`src/hdl/zcpt_pkg.sv`:
```
// Shared constants and types for the zero-crossing pitch tracker.
`default_nettype none

package zcpt_pkg;

    localparam int SAMPLE_BITS = 16;
    localparam int COUNT_BITS  = 24;
    localparam int RATE_BITS   = 18;
    localparam int FRAC_BITS   = 8;
    localparam int PITCH_BITS  = RATE_BITS + FRAC_BITS;

    localparam int IN_TDATA_BITS  = ((SAMPLE_BITS + 7) / 8) * 8;
    localparam int OUT_TDATA_BITS = ((PITCH_BITS + 7) / 8) * 8;

    localparam logic [RATE_BITS-1:0] RATE_RESET = RATE_BITS'(48000);

    localparam int QUEUE_DEPTH = 2;
    localparam int QPTR_BITS   = (QUEUE_DEPTH > 1) ? $clog2(QUEUE_DEPTH) : 1;
    localparam int QCNT_BITS   = $clog2(QUEUE_DEPTH + 1);

    localparam int STEP_BITS = $clog2(PITCH_BITS);

    // One classified sample, handed from the front end to the divider side.
    typedef struct packed {
        logic                  is_div;
        logic [COUNT_BITS-1:0] divisor;
    } job_t;

    typedef struct packed {
        logic full;
        logic valid;
    } queue_status_t;

endpackage

`default_nettype wire

```
`src/hdl/zcpt_front.sv`:
```
// Front end: takes samples, detects rising crossings, tracks the period count.
`default_nettype none

module zcpt_front (
    input  wire logic                            clk,
    input  wire logic                            rst_n,
    input  wire logic                            s_tvalid,
    output logic                                 s_tready,
    input  wire logic [zcpt_pkg::IN_TDATA_BITS-1:0] s_tdata,
    input  wire logic                            q_full,
    output logic                                 push,
    output zcpt_pkg::job_t                       push_job
);
    import zcpt_pkg::*;

    logic signed [SAMPLE_BITS-1:0] prev_reg, prev_next;
    logic [COUNT_BITS-1:0]         count_reg, count_next;
    logic signed [SAMPLE_BITS-1:0] smp;
    logic                          rising;
    logic                          accept;

    assign smp      = $signed(s_tdata[SAMPLE_BITS-1:0]);
    assign s_tready = !q_full;
    assign accept   = s_tvalid && s_tready;
    assign rising   = (prev_reg <= 0) && (smp > 0);

    assign push             = accept;
    assign push_job.is_div  = rising && (count_reg != '0);
    assign push_job.divisor = count_reg;

    always_comb
    begin
        prev_next  = prev_reg;
        count_next = count_reg;
        if (accept)
        begin
            prev_next = smp;
            if (rising)
            begin
                count_next = '0;
            end
            else if (count_reg != {COUNT_BITS{1'b1}})
            begin
                count_next = count_reg + COUNT_BITS'(1);
            end
        end
    end

    always_ff @(posedge clk or negedge rst_n)
    begin
        if (!rst_n)
        begin
            prev_reg  <= '0;
            count_reg <= '0;
        end
        else
        begin
            prev_reg  <= prev_next;
            count_reg <= count_next;
        end
    end

endmodule

`default_nettype wire

```
`src/hdl/zcpt_queue.sv`:
```
// Short job queue between the front end and the divider side.
`default_nettype none

module zcpt_queue (
    input  wire logic           clk,
    input  wire logic           rst_n,
    input  wire logic           push,
    input  wire zcpt_pkg::job_t push_job,
    input  wire logic           pop,
    output zcpt_pkg::job_t      head_job,
    output zcpt_pkg::queue_status_t status
);
    import zcpt_pkg::*;

    job_t                 slot_reg [QUEUE_DEPTH];
    logic [QPTR_BITS-1:0] wr_ptr_reg, wr_ptr_next;
    logic [QPTR_BITS-1:0] rd_ptr_reg, rd_ptr_next;
    logic [QCNT_BITS-1:0] cnt_reg, cnt_next;
    logic                 do_wr, do_rd;

    assign status.full  = (cnt_reg == QCNT_BITS'(QUEUE_DEPTH));
    assign status.valid = (cnt_reg != '0);
    assign head_job     = slot_reg[rd_ptr_reg];

    assign do_wr = push && !status.full;
    assign do_rd = pop && status.valid;

    always_comb
    begin
        wr_ptr_next = wr_ptr_reg;
        rd_ptr_next = rd_ptr_reg;
        if (do_wr)
        begin
            wr_ptr_next = (wr_ptr_reg == QPTR_BITS'(QUEUE_DEPTH - 1)) ? '0
                        : wr_ptr_reg + QPTR_BITS'(1);
        end
        if (do_rd)
        begin
            rd_ptr_next = (rd_ptr_reg == QPTR_BITS'(QUEUE_DEPTH - 1)) ? '0
                        : rd_ptr_reg + QPTR_BITS'(1);
        end
        cnt_next = cnt_reg + QCNT_BITS'(do_wr) - QCNT_BITS'(do_rd);
    end

    always_ff @(posedge clk or negedge rst_n)
    begin
        if (!rst_n)
        begin
            wr_ptr_reg <= '0;
            rd_ptr_reg <= '0;
            cnt_reg    <= '0;
        end
        else
        begin
            wr_ptr_reg <= wr_ptr_next;
            rd_ptr_reg <= rd_ptr_next;
            cnt_reg    <= cnt_next;
        end
    end

    always_ff @(posedge clk)
    begin
        if (do_wr)
        begin
            slot_reg[wr_ptr_reg] <= push_job;
        end
    end

endmodule

`default_nettype wire

```
`src/hdl/zcpt_back.sv`:
```
// Back end: bit-serial restoring divider, held pitch and output register.
`default_nettype none

module zcpt_back (
    input  wire logic                              clk,
    input  wire logic                              rst_n,
    input  wire logic [zcpt_pkg::RATE_BITS-1:0]    sample_rate,
    input  wire zcpt_pkg::queue_status_t           q_status,
    input  wire zcpt_pkg::job_t                    head_job,
    output logic                                   pop,
    output logic                                   m_tvalid,
    input  wire logic                              m_tready,
    output logic [zcpt_pkg::OUT_TDATA_BITS-1:0]    m_tdata
);
    import zcpt_pkg::*;

    typedef enum logic [2:0] {
        ST_IDLE = 3'b001,
        ST_DIV  = 3'b010,
        ST_DONE = 3'b100
    } back_state_t;

    back_state_t           state_reg, state_next;
    logic [COUNT_BITS:0]   rem_reg, rem_next;
    logic [PITCH_BITS-1:0] num_reg, num_next;
    logic [COUNT_BITS-1:0] div_reg, div_next;
    logic [STEP_BITS-1:0]  step_reg, step_next;
    logic [PITCH_BITS-1:0] held_reg, held_next;
    logic                  out_valid_reg, out_valid_next;
    logic [PITCH_BITS-1:0] out_data_reg, out_data_next;

    logic [COUNT_BITS:0]   rem_sh;
    logic [COUNT_BITS+1:0] diff;
    logic                  ge;
    logic                  out_free;

    // One restoring step: shift in the next numerator bit, try the subtract.
    assign rem_sh = {rem_reg[COUNT_BITS-1:0], num_reg[PITCH_BITS-1]};
    assign diff   = {1'b0, rem_sh} - {2'b00, div_reg};
    assign ge     = !diff[COUNT_BITS+1];

    assign out_free = !out_valid_reg || m_tready;
    assign m_tvalid = out_valid_reg;
    assign m_tdata  = OUT_TDATA_BITS'(out_data_reg);

    always_comb
    begin
        state_next     = state_reg;
        rem_next       = rem_reg;
        num_next       = num_reg;
        div_next       = div_reg;
        step_next      = step_reg;
        held_next      = held_reg;
        out_valid_next = out_valid_reg && !m_tready;
        out_data_next  = out_data_reg;
        pop            = 1'b0;
        unique case (state_reg)
            ST_IDLE:
            begin
                if (q_status.valid && (head_job.is_div || out_free))
                begin
                    pop = 1'b1;
                    if (head_job.is_div)
                    begin
                        rem_next   = '0;
                        num_next   = {sample_rate, {FRAC_BITS{1'b0}}};
                        div_next   = head_job.divisor;
                        step_next  = STEP_BITS'(PITCH_BITS - 1);
                        state_next = ST_DIV;
                    end
                    else
                    begin
                        out_valid_next = 1'b1;
                        out_data_next  = held_reg;
                    end
                end
            end
            ST_DIV:
            begin
                rem_next  = ge ? diff[COUNT_BITS:0] : rem_sh;
                num_next  = {num_reg[PITCH_BITS-2:0], ge};
                step_next = step_reg - STEP_BITS'(1);
                if (step_reg == '0)
                begin
                    held_next  = {num_reg[PITCH_BITS-2:0], ge};
                    state_next = ST_DONE;
                end
            end
            ST_DONE:
            begin
                if (out_free)
                begin
                    out_valid_next = 1'b1;
                    out_data_next  = held_reg;
                    state_next     = ST_IDLE;
                end
            end
            default:
            begin
                state_next = ST_IDLE;
            end
        endcase
    end

    always_ff @(posedge clk or negedge rst_n)
    begin
        if (!rst_n)
        begin
            state_reg     <= ST_IDLE;
            held_reg      <= '0;
            out_valid_reg <= 1'b0;
        end
        else
        begin
            state_reg     <= state_next;
            held_reg      <= held_next;
            out_valid_reg <= out_valid_next;
        end
    end

    always_ff @(posedge clk)
    begin
        rem_reg      <= rem_next;
        num_reg      <= num_next;
        div_reg      <= div_next;
        step_reg     <= step_next;
        out_data_reg <= out_data_next;
    end

endmodule

`default_nettype wire

```
`src/hdl/zero_crossing_pitch_tracker.sv`:
```
// Top level of the zero-crossing pitch tracker.
`default_nettype none

// Zero-crossing pitch tracker. Every sample transaction on the slave side
// yields exactly one pitch transaction on the master side, in order: the
// held pitch in Hz as unsigned Q18.8, 0 until the first measurement. A
// rising crossing (previous sample <= 0, current > 0) with a nonzero period
// count measures pitch = (sample_rate << 8) / count and clears the count;
// other samples bump the count, which saturates. A measuring sample runs
// through the bit-serial restoring divider (26 quotient bits, one per
// cycle, plus load and hand-off); a sample that does not measure skips
// the divider. A two-entry job queue sits between the crossing detector
// and the divider, so samples keep being taken while a division runs
// until the queue fills. sample_rate (reset 48000) may only be written
// while the block is idle.
module zero_crossing_pitch_tracker (
    input  wire logic                                clk,
    input  wire logic                                rst_n,
    // sample rate register write
    input  wire logic                                cfg_we,
    input  wire logic [zcpt_pkg::RATE_BITS-1:0]      cfg_wdata,
    // slave side
    input  wire logic                                s_tvalid,
    output logic                                     s_tready,
    input  wire logic [zcpt_pkg::IN_TDATA_BITS-1:0]  s_tdata,   // [15:0] sample
    // master side
    output logic                                     m_tvalid,
    input  wire logic                                m_tready,
    output logic [zcpt_pkg::OUT_TDATA_BITS-1:0]      m_tdata    // [25:0] pitch_q8, rest 0
);
    import zcpt_pkg::*;

    logic [RATE_BITS-1:0] rate_reg, rate_next;
    logic                 push;
    job_t                 push_job;
    job_t                 head_job;
    logic                 pop;
    queue_status_t        q_status;

    // Config register; no read-back.
    assign rate_next = cfg_we ? cfg_wdata : rate_reg;

    always_ff @(posedge clk or negedge rst_n)
    begin
        if (!rst_n)
        begin
            rate_reg <= RATE_RESET;
        end
        else
        begin
            rate_reg <= rate_next;
        end
    end

    // Crossing detection and period counting.
    zcpt_front u_front (
        .clk      (clk),
        .rst_n    (rst_n),
        .s_tvalid (s_tvalid),
        .s_tready (s_tready),
        .s_tdata  (s_tdata),
        .q_full   (q_status.full),
        .push     (push),
        .push_job (push_job)
    );

    // Decouples the detector from the divider.
    zcpt_queue u_queue (
        .clk      (clk),
        .rst_n    (rst_n),
        .push     (push),
        .push_job (push_job),
        .pop      (pop),
        .head_job (head_job),
        .status   (q_status)
    );

    // Divider, held pitch and output register.
    zcpt_back u_back (
        .clk         (clk),
        .rst_n       (rst_n),
        .sample_rate (rate_reg),
        .q_status    (q_status),
        .head_job    (head_job),
        .pop         (pop),
        .m_tvalid    (m_tvalid),
        .m_tready    (m_tready),
        .m_tdata     (m_tdata)
    );

    // Backpressure toward the source only when jobs are waiting.
    a_stall_has_jobs: assert property (@(posedge clk) disable iff (!rst_n)
        !s_tready |-> q_status.valid)
        else $error("slave side stalled with an empty job queue");

    // The back end never pops an empty queue.
    a_pop_valid: assert property (@(posedge clk) disable iff (!rst_n)
        pop |-> q_status.valid)
        else $error("job popped from empty queue");

    // A full queue that is not drained stays full on the next edge.
    a_full_holds: assert property (@(posedge clk) disable iff (!rst_n)
        (q_status.full && !pop) |=> q_status.full)
        else $error("job queue lost an entry");

endmodule

`default_nettype wire
```
`config.mk`:
```
export PLATFORM = sky130hd
export DESIGN_NAME = zero_crossing_pitch_tracker
export DESIGN_NICKNAME = d
export VERILOG_FILES = /design/src/hdl/zcpt_pkg.sv /design/src/hdl/zcpt_front.sv /design/src/hdl/zcpt_queue.sv /design/src/hdl/zcpt_back.sv /design/src/hdl/zero_crossing_pitch_tracker.sv
export SDC_FILE = /design/constraint.sdc
export NUM_CORES = 1
export LEC_CHECK = 0
export ABC_CLOCK_PERIOD_IN_PS = 4200
export BUFFER_PORTS_ARGS = -buffer_cell sky130_fd_sc_hd__buf_2
export CAP_MARGIN = 20
export CORE_MARGIN = 1
export CORE_UTILIZATION = 40
export CTS_BUF_LIST = sky130_fd_sc_hd__clkbuf_4
export CTS_CLUSTER_DIAMETER = 120
export DETAILED_ROUTE_END_ITERATION = 10
export SYNTH_ARGS = -nofsm -noshare
export SYNTH_HDL_FRONTEND = slang
export SYNTH_SLANG_ARGS = --single-unit
```
`constraint.sdc`:
```
create_clock -name clk -period 4.2 [get_ports clk]
set_input_delay 0.42 -clock clk [delete_from_list [all_inputs] [get_ports clk]]
set_output_delay 0.42 -clock clk [all_outputs]
set_load 0.05 [all_outputs]
```
# --- Word level (Yosys, flattened, before mapping) ---
# Memory sizes are Yosys's and may differ from the RTL's.
# Index checks and enable logic that the tools add are counted.
totals:
  register_bits: 197
  latch_bits: 0
  mem_bits_rw: 50
  romBits: 0
  input_bits: 39
  out_inout_bits: 34
  word_cells: 90
  memories: 1
op_classes:
  n_addsub: 7
  n_mul: 0
  n_div: 0
  n_lt_le_gt_ge: 2
  n_eq_ne: 10
  shifts: 0
  muxes: 31
  bitwise_logic: 0
  n_reduce_logical: 25
memory_table:
  columns: ["name", "words", "width", "rd", "rd_ports_with_merged_regs", "wr", "line_no", "rtl"]
  rows:
  - ["u_queue.slot_reg", 2, 25, 1, 0, 1, "zcpt_queue.sv:15", "job_t slot_reg [QUEUE_DEPTH];"]
op_table:
  columns: ["op", "count"]
  rows:
  - ["26-bit 2-to-1 mux", 5]
  - ["24-bit 2-to-1 mux", 5]
  - ["26-bit case mux with 2 select lines", 2]
  - ["24-bit case mux with 2 select lines", 1]
  - ["25-bit by 24-bit subtractor with 26-bit output", 1]
  - ["24-bit by 1-bit adder with 24-bit output (second input constant)", 1]
  - ["24-bit != test (second input constant)", 1]
  - ["24-bit nonzero test", 1]
  - ["16-bit by 1-bit greater-than comparator with 1-bit output (second input constant)", 1]
  - ["16-bit by 1-bit <= comparator with 1-bit output (second input constant)", 1]
  - ["3-bit 2-to-1 mux", 4]
  - ["5-bit 2-to-1 mux", 2]
  - ["5-bit case mux with 2 select lines", 1]
  - ["1-bit 2-to-1 mux", 9]
  - ["3-bit case mux with 3 select lines", 1]
  - ["2-bit by 1-bit != test with 1-bit output (second input constant)", 4]
  - ["4-bit AND reduction", 2]
  - ["2-bit nonzero test", 4]
  - ["1-bit logical AND", 7]
  - ["3-bit AND reduction", 2]
  - ["5-bit zero test", 1]
  - ["5-bit by 1-bit subtractor with 5-bit output (second input constant)", 1]
  - ["1-bit zero test", 4]
  - ["2-bit AND reduction", 2]
  - ["other kinds (10)", 12]

# --- Longest topological paths before layout ---
# Gate-level depths: netlist of the first run.
logic_depth:
  depth_word: 8
  mapped_depth: 11
  depth_no_buf: 10

# --- Modules after synthesis ---
# From an unflattened synthesis of the first run, not the netlist that was laid out.
unflattened:
  hier_cells: 944
  hier_area_um2: 11533.6
by_module_without_submodules:
  columns: ["module", "instances", "cells_per_inst", "area_each_um2", "seq_area_each_um2"]
  rows:
  - ["zcpt_back", 1, 567, 6557.5, 3905.0]
  - ["zcpt_front", 1, 243, 2154.6, 1001.0]
  - ["zcpt_queue", 1, 96, 2090.8, 1601.5]
  - ["zero_crossing_pitch_tracker", 1, 38, 730.7, 459.2]

# --- Worst setup path after synthesis of the first run ---
# No wires, ideal clock.
synth_timing:
  kind: "reg2reg"
  startpoint: "register u_queue.rd_ptr_reg"
  endpoint: "register u_back.num_reg[0] (enable)"
  setup_ns: 0.488
  arrival_ns: 3.579
  required_time_ns: 3.712
  slack_ns: 0.133
  path_stages_with_launch: 5
  path_buffers: 1
  synth_period_minus_slack_ns: 4.067
  cell_sequence: "dfrtp_1 > clkbuf_1 > mux2_2 > nand2_1 > a21oi_1"
synth_between:
  elab_chain_len: 5
  elab_cells_between_ends: 6
  cone_classes: "eq/ne: 2; reduce/logical: 3; memory: 1"
synth_lines:
  columns: ["element", "line_no", "rtl"]
  rows:
  - ["from (decl)", "zcpt_queue.sv:17", "logic [QPTR_BITS-1:0] rd_ptr_reg, rd_ptr_next;"]
  - ["from (signal assigned)", "zcpt_queue.sv:56", "rd_ptr_reg <= rd_ptr_next;"]
  - ["memory 2 x 25 bit *", null, null]
  - ["1-bit logical OR", "zcpt_back.sv:60", "if (q_status.valid && (head_job.is_div || out_free))"]
  - ["1-bit logical AND", "zcpt_back.sv:60", null]
  - ["2-bit by 1-bit != test with 1-bit output (no line)", null, null]
  - ["3-bit AND reduction (no line) *", null, null]
  - ["to (signal assigned)", "zcpt_back.sv:124", "num_reg <= num_next;"]
  - ["to (decl)", "zcpt_back.sv:25", "logic [PITCH_BITS-1:0] num_reg, num_next;"]
# Every way passes the cells marked *; elsewhere a longest branch is shown, timed or not.
# A chain may end at the register's enable or synchronous reset.

# --- Worst setup path after layout of the first run ---
layout_timing:
  startpoint: "register u_back.rem_reg[9]"
  endpoint: "register u_back.rem_reg[13] (data pin)"
layout_between:
  elab_chain_len: 3
layout_lines:
  columns: ["element", "line_no", "rtl"]
  rows:
  - ["from (decl)", "zcpt_back.sv:24", "logic [COUNT_BITS:0] rem_reg, rem_next;"]
  - ["from (signal assigned)", "zcpt_back.sv:123", "rem_reg <= rem_next;"]
  - ["25-bit by 24-bit subtractor with 26-bit output", "zcpt_back.sv:39", "assign diff = {1'b0, rem_sh} - {2'b00, div_reg};"]
  - ["24-bit 2-to-1 mux", "zcpt_back.sv:80", "rem_next = ge ? diff[COUNT_BITS:0] : rem_sh;"]
  - ["24-bit case mux with 2 select lines", "zcpt_back.sv:57", "unique case (state_reg)"]
# Every way passes these cells.

==> impl_metrics.ini, run 1 <==
[logic_synthesis]
synth_edf_count = 155
synthFlopType = edfxtp_1
async_flop_share_pct = 37.2
synth_top_area_share_pct = 41.5
yosysTopAreaCell = edfxtp_1
yosys-top-cells-area = edfxtp_1 (41%), dfrtp_1 (19%), mux2_2 (8.4%)
synth.distinct_cells = 65
ys_ff_latch = 247
synthSimpleGateAreaFrac_pct = 12.5
synth_compound_area_share_pct = 6.55
syn_avg_cell_area_sq_um = 12.7
synth_area_sq_um = 11200
yosys.area_share.xor_xnor_pct = 3.59
synth_adder_area_share_pct = 3.52
yosysWarnings = 0
synth_cells = 885
synth_top_family_by_area = simple AND/OR/NAND/NOR gates
synthMuxAreaShare_pct = 8.52
seq_area_frac_synth_pct = 62.1

[grt]
track_usage_pct = 15.9
grt_max_degree = 58
grt_pass1_vias = 7313
grt_pass1_wl_mm = 36.5
gr-total-overflow = 0
antenna_found_initial = 1

[setup_path]
cp-start-kind = register
slowest_stage = a311o_1
cp_data_arrival_time_ns = 3.70
cp-end-kind = register
ff2ff_setup_slack_ns = 0.95
cp_max_fo = 20
timing.rr.end = u_back.rem_reg[13]$_SDFFCE_PN0P_
cp.required_ns = 4.65
crit_chain = ha_1 -> nand4_1 -> nor3_1 -> o211ai_1 -> nand3_1 -> a311o_1 -> nand2_2 -> o21ai_0
reg2reg_depth = 8
cpPeakStageDelay_ns = 0.84
crit_type = reg2reg
r2r_start = u_back.rem_reg[9]$_SDFFCE_PN0P_

[hold_path]
min_path_type = in2reg
whs_endpoint = u_back.m_tvalid$_DFF_PN0_
whs_path_depth = 3
hold_path_startpoint = m_tready

[cells_and_area]
layout_common_cells = edfxtp_1 (155), nand2_1 (113), clkbuf_4 (103)
nets = 1105
largest_reg_flops = 50
mostFrequentLayoutCell = edfxtp_1
drive_above_1_share_pct = 29.4
final_area_sq_um = 13200
n_fill_cell = 2492
syn_to_final_growth_pct = 17.7

[floorplan]
rows = 60
fp.dieArea_sq_um = 28700
fp.dieH_um = 169
pin_count = 73
die_w_um = 169
initial_core_util_pct = 41.2
coreArea_sq_um = 27300

[sta]
worst_slew_pin_slew_ns = 0.939
setup_tns_ns = 0
finalMaxSlewViolations = 0
setup_violations = 0
finalCritPeriodShare_pct = 77.5
holdWs_ns = 0.131
maxSlewHeadroom_pct = 37.4
hold_viol_final = 0
rsz0062_at_grt = false
max_freq_mhz = 307
skew_ns = 0.0578
fin_crit_ns = 3.25

[drt]
drt_iter0_markers = 287
firstDrtPassIters = 4
wl_per_cell_um = 15.0
drc_errors = 0
via_per_inst = 4.92
via_count = 7177
drt-total-wl_mm = 21.9
ant_nets = 0

[clock_tree]
htreeDepth = 3
numCtsBuffers = 67
cts_setup_buffers = 0
cts_tree = built
cts_root_buffer = clkbuf_4
clkTransAtPathRegs_ns = 0.07
clk_latency_ns = 0.68
clock_sinks = 247
clockBufferDepth = 3

[flow_run]
cap_violations = 0

[power]
power.density_nw_per_um2 = 708
power_w = 0.00935
ir_drop_uv = 369
p_leak_nw = 5.46

[placement]
dpl_cell_area_sq_um = 12000
post-dp-hpwl_mm = 13.8
gp_congestion = 0.832
port_buffers = 66

[outcome]
status = finished clean
-- layout make-up --
| type | instances | area, sq um | area share (%) |
|---|---|---|---|
| clock buffer | 103 | 773 | 5.86 |
| sequential | 247 | 6970 | 52.8 |
| clock inverter | 15 | 115 | 0.872 |
| tap | 372 | 465 | 3.52 |
| inverter | 43 | 161 | 1.22 |
| multi-input combinational | 562 | 3940 | 29.8 |
| timing repair buffer | 114 | 781 | 5.91 |
| antenna | 2 | 5.00 | 0.0379 |
-- worst max-delay path: cells and delay by family (launching register included) --
family | cells | cell delay (ns)
compound gates | 3 | 1.25
flops | 1 | 0.39
fa+ha+maj | 1 | 0.44
simple gates | 4 | 0.93
-- report_power, final --
| part | switching [W] | internal, W |
|---|---|---|
| sequential | 0.000278 | 0.00343 |
| clock | 0.000973 | 0.00124 |
| combinational | 0.00219 | 0.00123 |
| total | 0.00344 | 0.00590 |
-- through the flow --
stage,util (%),instances,worst slack [ns]
after global placement,43.9,1303,1.14
final,48.5,1458,0.946
after CTS,48.4,1456,0.936
after floorplan,-,890,0.133
after global routing,48.5,1458,0.705
after detailed placement,43.9,1303,0.984
-- metal layers --
layer / GRT usage (%) / wire [um] / up-vias / part of all wire, %
li1: - / - / 3525 / -
met1: 20.9 / 10300 / 3470 / 47
met2: 25.1 / 10200 / 140 / 47
met3: 3.82 / 860 / 42 / 3.9
met4: 6.66 / 440 / 0 / 2.0
met5: 0 / 0 / - / 0
-- cells by family after synthesis --
logic type / count (synthesis)
adders and majority gates: 31
AOI/OAI and AO/OA: 114
buffers and inverters: 81
DFF: 247
and+or+nand+nor: 280
xor gates and xnor gates: 46
muxes: 85
other: 1
-- what timing repair did --
item	in CTS	in global routing
hold buffers	35	0
hold endpoints to repair	82	0
resized for setup	0	0
-- worst max-delay path by stage --
| stage | from | endpoint | slack (ns) | cells after the start |
|---|---|---|---|---|
| finish | u_back.rem_reg[9]$_SDFFCE_PN0P_ | u_back.rem_reg[13]$_SDFFCE_PN0P_ | 0.95 | 8 |
| global route | u_back.rem_reg[11]$_SDFFCE_PN0P_ | u_back.rem_reg[13]$_SDFFCE_PN0P_ | 0.70 | 8 |
| CTS | u_back.rem_reg[9]$_SDFFCE_PN0P_ | u_back.rem_reg[13]$_SDFFCE_PN0P_ | 0.94 | 8 |
| detailed placement | u_back.rem_reg[11]$_SDFFCE_PN0P_ | u_back.rem_reg[13]$_SDFFCE_PN0P_ | 0.98 | 8 |
| global placement | u_back.rem_reg[11]$_SDFFCE_PN0P_ | u_back.rem_reg[13]$_SDFFCE_PN0P_ | 1.14 | 8 |
| floorplan | u_queue.rd_ptr_reg$_DFFE_PN0P_ | u_back.num_reg[0]$_SDFFCE_PN0P_ | 0.13 | 4 |
-- synth_stat cells (20+ instances only) --
master	count
nand3_1	21
nand2_1	113
edfxtp_1	155
inv_1	42
dfrtp_1	84
nor2_1	58
a21oi_1	44
xnor2_1	30
mux2_2	84
o21ai_0	27
clkbuf_1	20
ha_1	30
(Power assumes the default switching activity.)
==> run 2, diff against run 1 <==
--- a/config.mk
+++ b/config.mk
@@ -5,7 +5,7 @@
 export SDC_FILE = /design/constraint.sdc
 export NUM_CORES = 1
 export LEC_CHECK = 0
-export ABC_CLOCK_PERIOD_IN_PS = 4200
+export ABC_CLOCK_PERIOD_IN_PS = 3000
 export BUFFER_PORTS_ARGS = -buffer_cell sky130_fd_sc_hd__buf_2
 export CAP_MARGIN = 20
 export CORE_MARGIN = 1
==> constraint.sdc (replaced) <==
create_clock -name clk -period 3 [get_ports clk]
set_input_delay 0.3 -clock clk [delete_from_list [all_inputs] [get_ports clk]]
set_output_delay 0.3 -clock clk [all_outputs]
set_load 0.05 [all_outputs]
==> impl_metrics.ini, run 2 (synthesis results as in run 1) <==
[setup_path]
cp-end-kind = register
r2r_start = u_back.rem_reg[11]$_SDFFCE_PN0P_
crit_path_start = u_back.rem_reg[11]$_SDFFCE_PN0P_
ff2ff_setup_slack_ns = 0.29
cp-start-kind = register
crit_type = reg2reg
timing.rr.end = u_back.rem_reg[0]$_SDFFCE_PN0P_
cp.required_ns = 3.44
cp_data_arrival_time_ns = 3.15
cp_max_fo = 10
reg2reg_depth = 9

[floorplan]
pin_count = 73
initial_core_util_pct = 41.2
fp.dieH_um = 169
rows = 60
die_w_um = 169
coreArea_sq_um = 27300
fp.dieArea_sq_um = 28700

[grt]
gr-total-overflow = 0
grt_pass1_wl_mm = 37.5
grt_pass1_vias = 7504
antenna_found_initial = 1
track_usage_pct = 16.3
use_met3_pct = 3.99
grt_max_degree = 52
grt_util_met1_pct = 21.8
grt_busiest_layer = met2
grt_use_met2_pct = 25.9

[sta]
skew_ns = 0.0707
rsz0062_at_grt = false
setup_violations = 0
max_freq_mhz = 369
fin_crit_ns = 2.71
worst_slew_pin_slew_ns = 0.819
maxSlewHeadroom_pct = 45.4
setup_tns_ns = 0
hold_viol_final = 0
finalMaxSlewViolations = 0
finalCritPeriodShare_pct = 90.2

[drt]
drc_errors = 0
drt-total-wl_mm = 22.5
via_count = 7320
wl_per_cell_um = 15.3
drt_iter0_markers = 459
via_per_inst = 4.97
ant_nets = 0
firstDrtPassIters = 5

[cells_and_area]
layout_common_cells = edfxtp_1 (155), nand2_1 (113), clkbuf_4 (108)
nets = 1120
largest_reg_flops = 50
syn_to_final_growth_pct = 19.1
mostFrequentLayoutCell = edfxtp_1
n_fill_cell = 2445
seqCellArea_sq_um = 6970
final_cells = 1474
multi_input_area_sq_um = 3940
drive_above_1_share_pct = 30.5

[clock_tree]
clock_sinks = 247
clockBufferDepth = 3
clk_latency_ns = 0.65
cts_tree = built
cts_setup_buffers = 0
cts_root_buffer = clkbuf_4
htreeDepth = 3
numCtsBuffers = 68
clkTransAtPathRegs_ns = 0.06

[hold_path]
min_path_type = in2reg
hold_path_startpoint = cfg_we
whs_path_depth = 2
whs_endpoint = rate_reg[7]$_DFFE_PN1P_

[placement]
gp_congestion = 0.882
post-place-cells = 1316
port_buffers = 66
post-dp-hpwl_mm = 14.5

[power]
power.density_nw_per_um2 = 1000
p_leak_nw = 5.55
ir_drop_uv = 557

[flow_run]
cap_violations = 0

[outcome]
status = finished clean
run 2: cell count changes in the layout (fill, tap and decap cells not counted), sizes merged:
cell	previous run	this run
buf	79	92
clkbuf	103	108
clkinv	9	7
diode	2	1
dlygate4sd3	35	36
run 2: layout make-up:
type | count | area share, %
Antenna cell | 1 | 0.0187
Clock buffer | 108 | 6.07
Clock inverter | 13 | 0.834
Inverter | 43 | 1.21
Multi-Input combinational cell | 562 | 29.5
Sequential cell | 247 | 52.2
Tap cell | 372 | 3.48
Timing Repair Buffer | 128 | 6.74
run 2: worst max-delay path, stage by stage, from the launching register on:
cell	delay, ns
edfxtp_1	0.39
ha_1	0.47
nand4_1	0.21
nor3_1	0.23
o211ai_1	0.12
nand3_1	0.22
a311o_1	0.44
buf_12	0.18
nor2_1	0.04
a211oi_1	0.20
run 2: how the worst max path moves through the flow:
stage	endpoint	slack (ns)	cells past startpoint
2_1_floorplan	u_queue.slot_reg[0][0]$_DFFE_PP_	0.09	4
6_report	u_back.rem_reg[0]$_SDFFCE_PN0P_	0.29	9
3_3_place_gp	u_back.rem_reg[13]$_SDFFCE_PN0P_	0.33	9
5_1_grt	u_back.rem_reg[13]$_SDFFCE_PN0P_	0.13	9
4_1_cts	u_back.rem_reg[0]$_SDFFCE_PN0P_	0.30	9
3_5_place_dp	u_back.rem_reg[17]$_SDFFCE_PN0P_	0.31	10
run 2: stage by stage:
stage	setup WS (ns)	instance area, sq um	total power [W]	hold WS, ns	utilization (%)
after floorplan	0.0911	11200	0.00885	0.00441	-
after global placement	0.329	12100	0.0102	0.370	44.3
after detailed placement	0.314	12100	0.0102	0.379	44.3
after CTS	0.300	13400	0.0135	0.148	49.0
after global routing	0.127	13400	0.0143	0.155	49.0
final	0.293	13400	0.0134	0.222	49.0
run 2: metal layers:
metal | vias up | wire length (um)
met1 | 3595 | 10700
met2 | 134 | 10600
li1 | 3559 | -
met4 | 0 | 326
met3 | 32 | 867
met5 | - | 0
run 2: timing repair:
action                                 in CTS  in global routing
endpoints found under the hold margin      77                  0
hold buffers                               36                  0
resized for setup                           0                  0
run 2: power by group:
group          internal (W)  switching [W]
Sequential          0.00480       0.000410
Clock               0.00181        0.00136
Combinational       0.00186        0.00314
==> run 3, diff against run 2 <==
--- a/config.mk
+++ b/config.mk
@@ -5,6 +5,7 @@
 export SDC_FILE = /design/constraint.sdc
 export NUM_CORES = 1
 export LEC_CHECK = 0
+export ABC_AREA = 1
 export ABC_CLOCK_PERIOD_IN_PS = 3000
 export BUFFER_PORTS_ARGS = -buffer_cell sky130_fd_sc_hd__buf_2
 export CAP_MARGIN = 20
==> impl_metrics.ini, run 3 <==
[setup_path]
crit_path_start = u_back.rem_reg[2]$_SDFFCE_PN0P_
cpPeakStageDelay_ns = 0.39
cp-start-kind = register
crit_top_cell = nand2_1
critical_path_depth = 12
r2r_start = u_back.rem_reg[2]$_SDFFCE_PN0P_
reg2reg_depth = 12
ff2ff_setup_slack_ns = 0.39
cp_data_arrival_time_ns = 3.01
crit_end = u_back.rem_reg[5]$_SDFFCE_PN0P_
crit_type = reg2reg
critPathTopFamily = simple AND/OR/NAND/NOR gates
crit_chain = ha_1 -> nand2_1 -> inv_1 -> nand2_1 -> nand2_1 -> nand2_1 -> nand3_1 -> nand2_1 -> nand3_2 -> buf_4 -> o21ai_0 -> nor2_1
cp_max_fo = 17
slowest_stage = edfxtp_1
cp.required_ns = 3.40
timing.rr.end = u_back.rem_reg[5]$_SDFFCE_PN0P_
cp_num_buf_inv = 2
cp-end-kind = register

[logic_synthesis]
synth.distinct_cells = 40
synth_top_area_share_pct = 38.2
async_flop_share_pct = 37.2
synth_most_common_cell = nand2_1
yosys-top-cells-area = edfxtp_1 (38%), dfrtp_1 (17%), nand2_1 (14%)
synth_area_sq_um = 12200
synth_edf_count = 155
yosysWarnings = 0
syn_avg_cell_area_sq_um = 8.89
synth_common_cells = nand2_1 (456), inv_1 (214), edfxtp_1 (155)
seq_area_frac_synth_pct = 57.2
synth_cells = 1371
yosysTopAreaCell = edfxtp_1
synthFlopType = edfxtp_1
ys_ff_latch = 247

[placement]
post-dp-hpwl_mm = 17.9
port_buffers = 66
gp_congestion = 0.897
post-place-cells = 1810
pre_cts_ws_ns = 0.438

[cells_and_area]
nets = 1595
drive_above_1_share_pct = 15.6
layout_common_cells = nand2_1 (455), inv_1 (214), edfxtp_1 (155)
largest_reg_flops = 50
final_cells = 1969
syn_to_final_growth_pct = 17.0
mostFrequentLayoutCell = nand2_1

[drt]
ant_nets = 0
drc_errors = 0
wl_per_cell_um = 13.2
drt-total-wl_mm = 26.0
wl_met2_mm = 12.1
via_per_inst = 4.65
via_count = 9163
drt_iter0_markers = 518
wl_met1_mm = 12.4
wl_met3_um = 977
firstDrtPassIters = 5
highest_layer = met4

[floorplan]
initial_core_util_pct = 40.9
die_w_um = 177
rows = 63
pin_count = 73
coreArea_sq_um = 29800
fp.dieArea_sq_um = 31200
fp.dieH_um = 177

[clock_tree]
ctsResizeCount = 0
cts_root_buffer = clkbuf_4
cts_setup_buffers = 0
htreeDepth = 3
clkTransAtPathRegs_ns = 0.06
cts_tree = built
clock_sinks = 247
clockBufferDepth = 3
clk_latency_ns = 0.64
postCtsHoldBufs = 35
numCtsBuffers = 68

[power]
power_w = 0.0138
ir_drop_uv = 395
p_leak_nw = 6.94
power.density_nw_per_um2 = 967

[sta]
setup_violations = 0
hold_viol_final = 0
setup_tns_ns = 0
fin_crit_ns = 2.61
max_freq_mhz = 384
finalCritPeriodShare_pct = 86.9
setup_ws_ns = 0.393
finalMaxSlewViolations = 0
maxSlewHeadroom_pct = 43.8
skew_ns = 0.0589
worst_slew_pin_slew_ns = 0.842
rsz0062_at_grt = false

[grt]
track_usage_pct = 17.6
antenna_found_initial = 1
grt_pass1_wl_mm = 44.0
gr-total-overflow = 0
grt_pass1_vias = 9243
grt_max_degree = 66

[hold_path]
hold_path_startpoint = m_tready
min_path_type = in2reg

[flow_run]
cap_violations = 0

[outcome]
status = finished clean
run 3: cell count changes in the layout (fill, tap and decap cells not counted), sizes merged, moves of 9 or more:
cell | before | now
a21oi | 45 | 13
buf | 92 | 81
clkinv | 7 | 16
inv | 46 | 218
mux2 | 84 | 18
nand2 | 114 | 459
nand3 | 21 | 54
nand4 | 8 | 27
nor2 | 58 | 122
nor4 | 16 | 3
o21ai | 27 | 84
xnor2 | 30 | 3
run 3: per-layer routing:
layer | up-vias | global-route usage (%)
li1 | 4706 | -
met1 | 4236 | 23.1
met2 | 178 | 28.7
met3 | 43 | 3.47
met4 | 0 | 6.54
met5 | - | 0
run 3: worst register-to-register path, cell delays in order, from the launching register on:
cell and delay [ns]:
edfxtp_1 0.39, ha_1 0.36, nand2_1 0.14, inv_1 0.05, nand2_1 0.08, nand2_1 0.06
nand2_1 0.06, nand3_1 0.16, nand2_1 0.13, nand3_2 0.30, buf_4 0.31, o21ai_0 0.26
nor2_1 0.06
run 3: cell families (layout without fill, tap and decap cells):
| group | count (synthesis) | count (layout) | share of synthesized area [%] |
|---|---|---|---|
| AO/OA/AOI/OAI | 99 | 99 | 4.14 |
| XOR/XNOR | 26 | 26 | 1.87 |
| adder cells (fa/ha/maj) | 31 | 31 | 3.24 |
| buffers and inverters | 258 | 460 | 8.40 |
| flip-flops | 247 | 247 | 57.2 |
| multiplexers | 18 | 18 | 1.66 |
| other | 1 | 7 | 0.0308 |
| AND/OR/NAND/NOR | 691 | 691 | 23.5 |
run 3: metrics by stage:
stage	instance area, sq um	util [%]	hold slack (ns)
floorplan	12200	-	0.00441
global placement	13000	43.6	0.433
detailed placement	13000	43.6	0.429
CTS	14300	47.9	0.00229
global route	14300	47.9	0.0322
finish	14300	47.9	0.0446
run 3: worst min-delay path by stage:
stage,to,slack [ns],depth (start not counted)
final,u_back.state_reg[2]$_DFFE_PN0P_,0.04,4
after global placement,u_back.out_data_reg[21]$_DFFE_PP_,0.43,0
after detailed placement,u_back.out_data_reg[14]$_DFFE_PP_,0.43,0
after global routing,u_back.m_tvalid$_DFF_PN0_,0.03,4
after CTS,u_back.state_reg[2]$_DFFE_PN0P_,0.002,4
after floorplan,rate_reg[0]$_DFFE_PN0P_,0.004,0
run 3: power breakdown:
part	switching, W	internal, W
clock	0.00139	0.00173
combinational	0.00382	0.00158
sequential	0.000377	0.00490
total	0.00558	0.00821
run 3: layout make-up:
type | instances | area (sq um)
well taps | 390 | 488
flip-flops and latches | 247 | 6970
repair buffers | 116 | 808
fillers | 2845 | 15500
inverters | 221 | 830
multi-input cells | 871 | 4250
clock inverters | 15 | 109
clock buffers | 108 | 811
diodes | 1 | 2.50
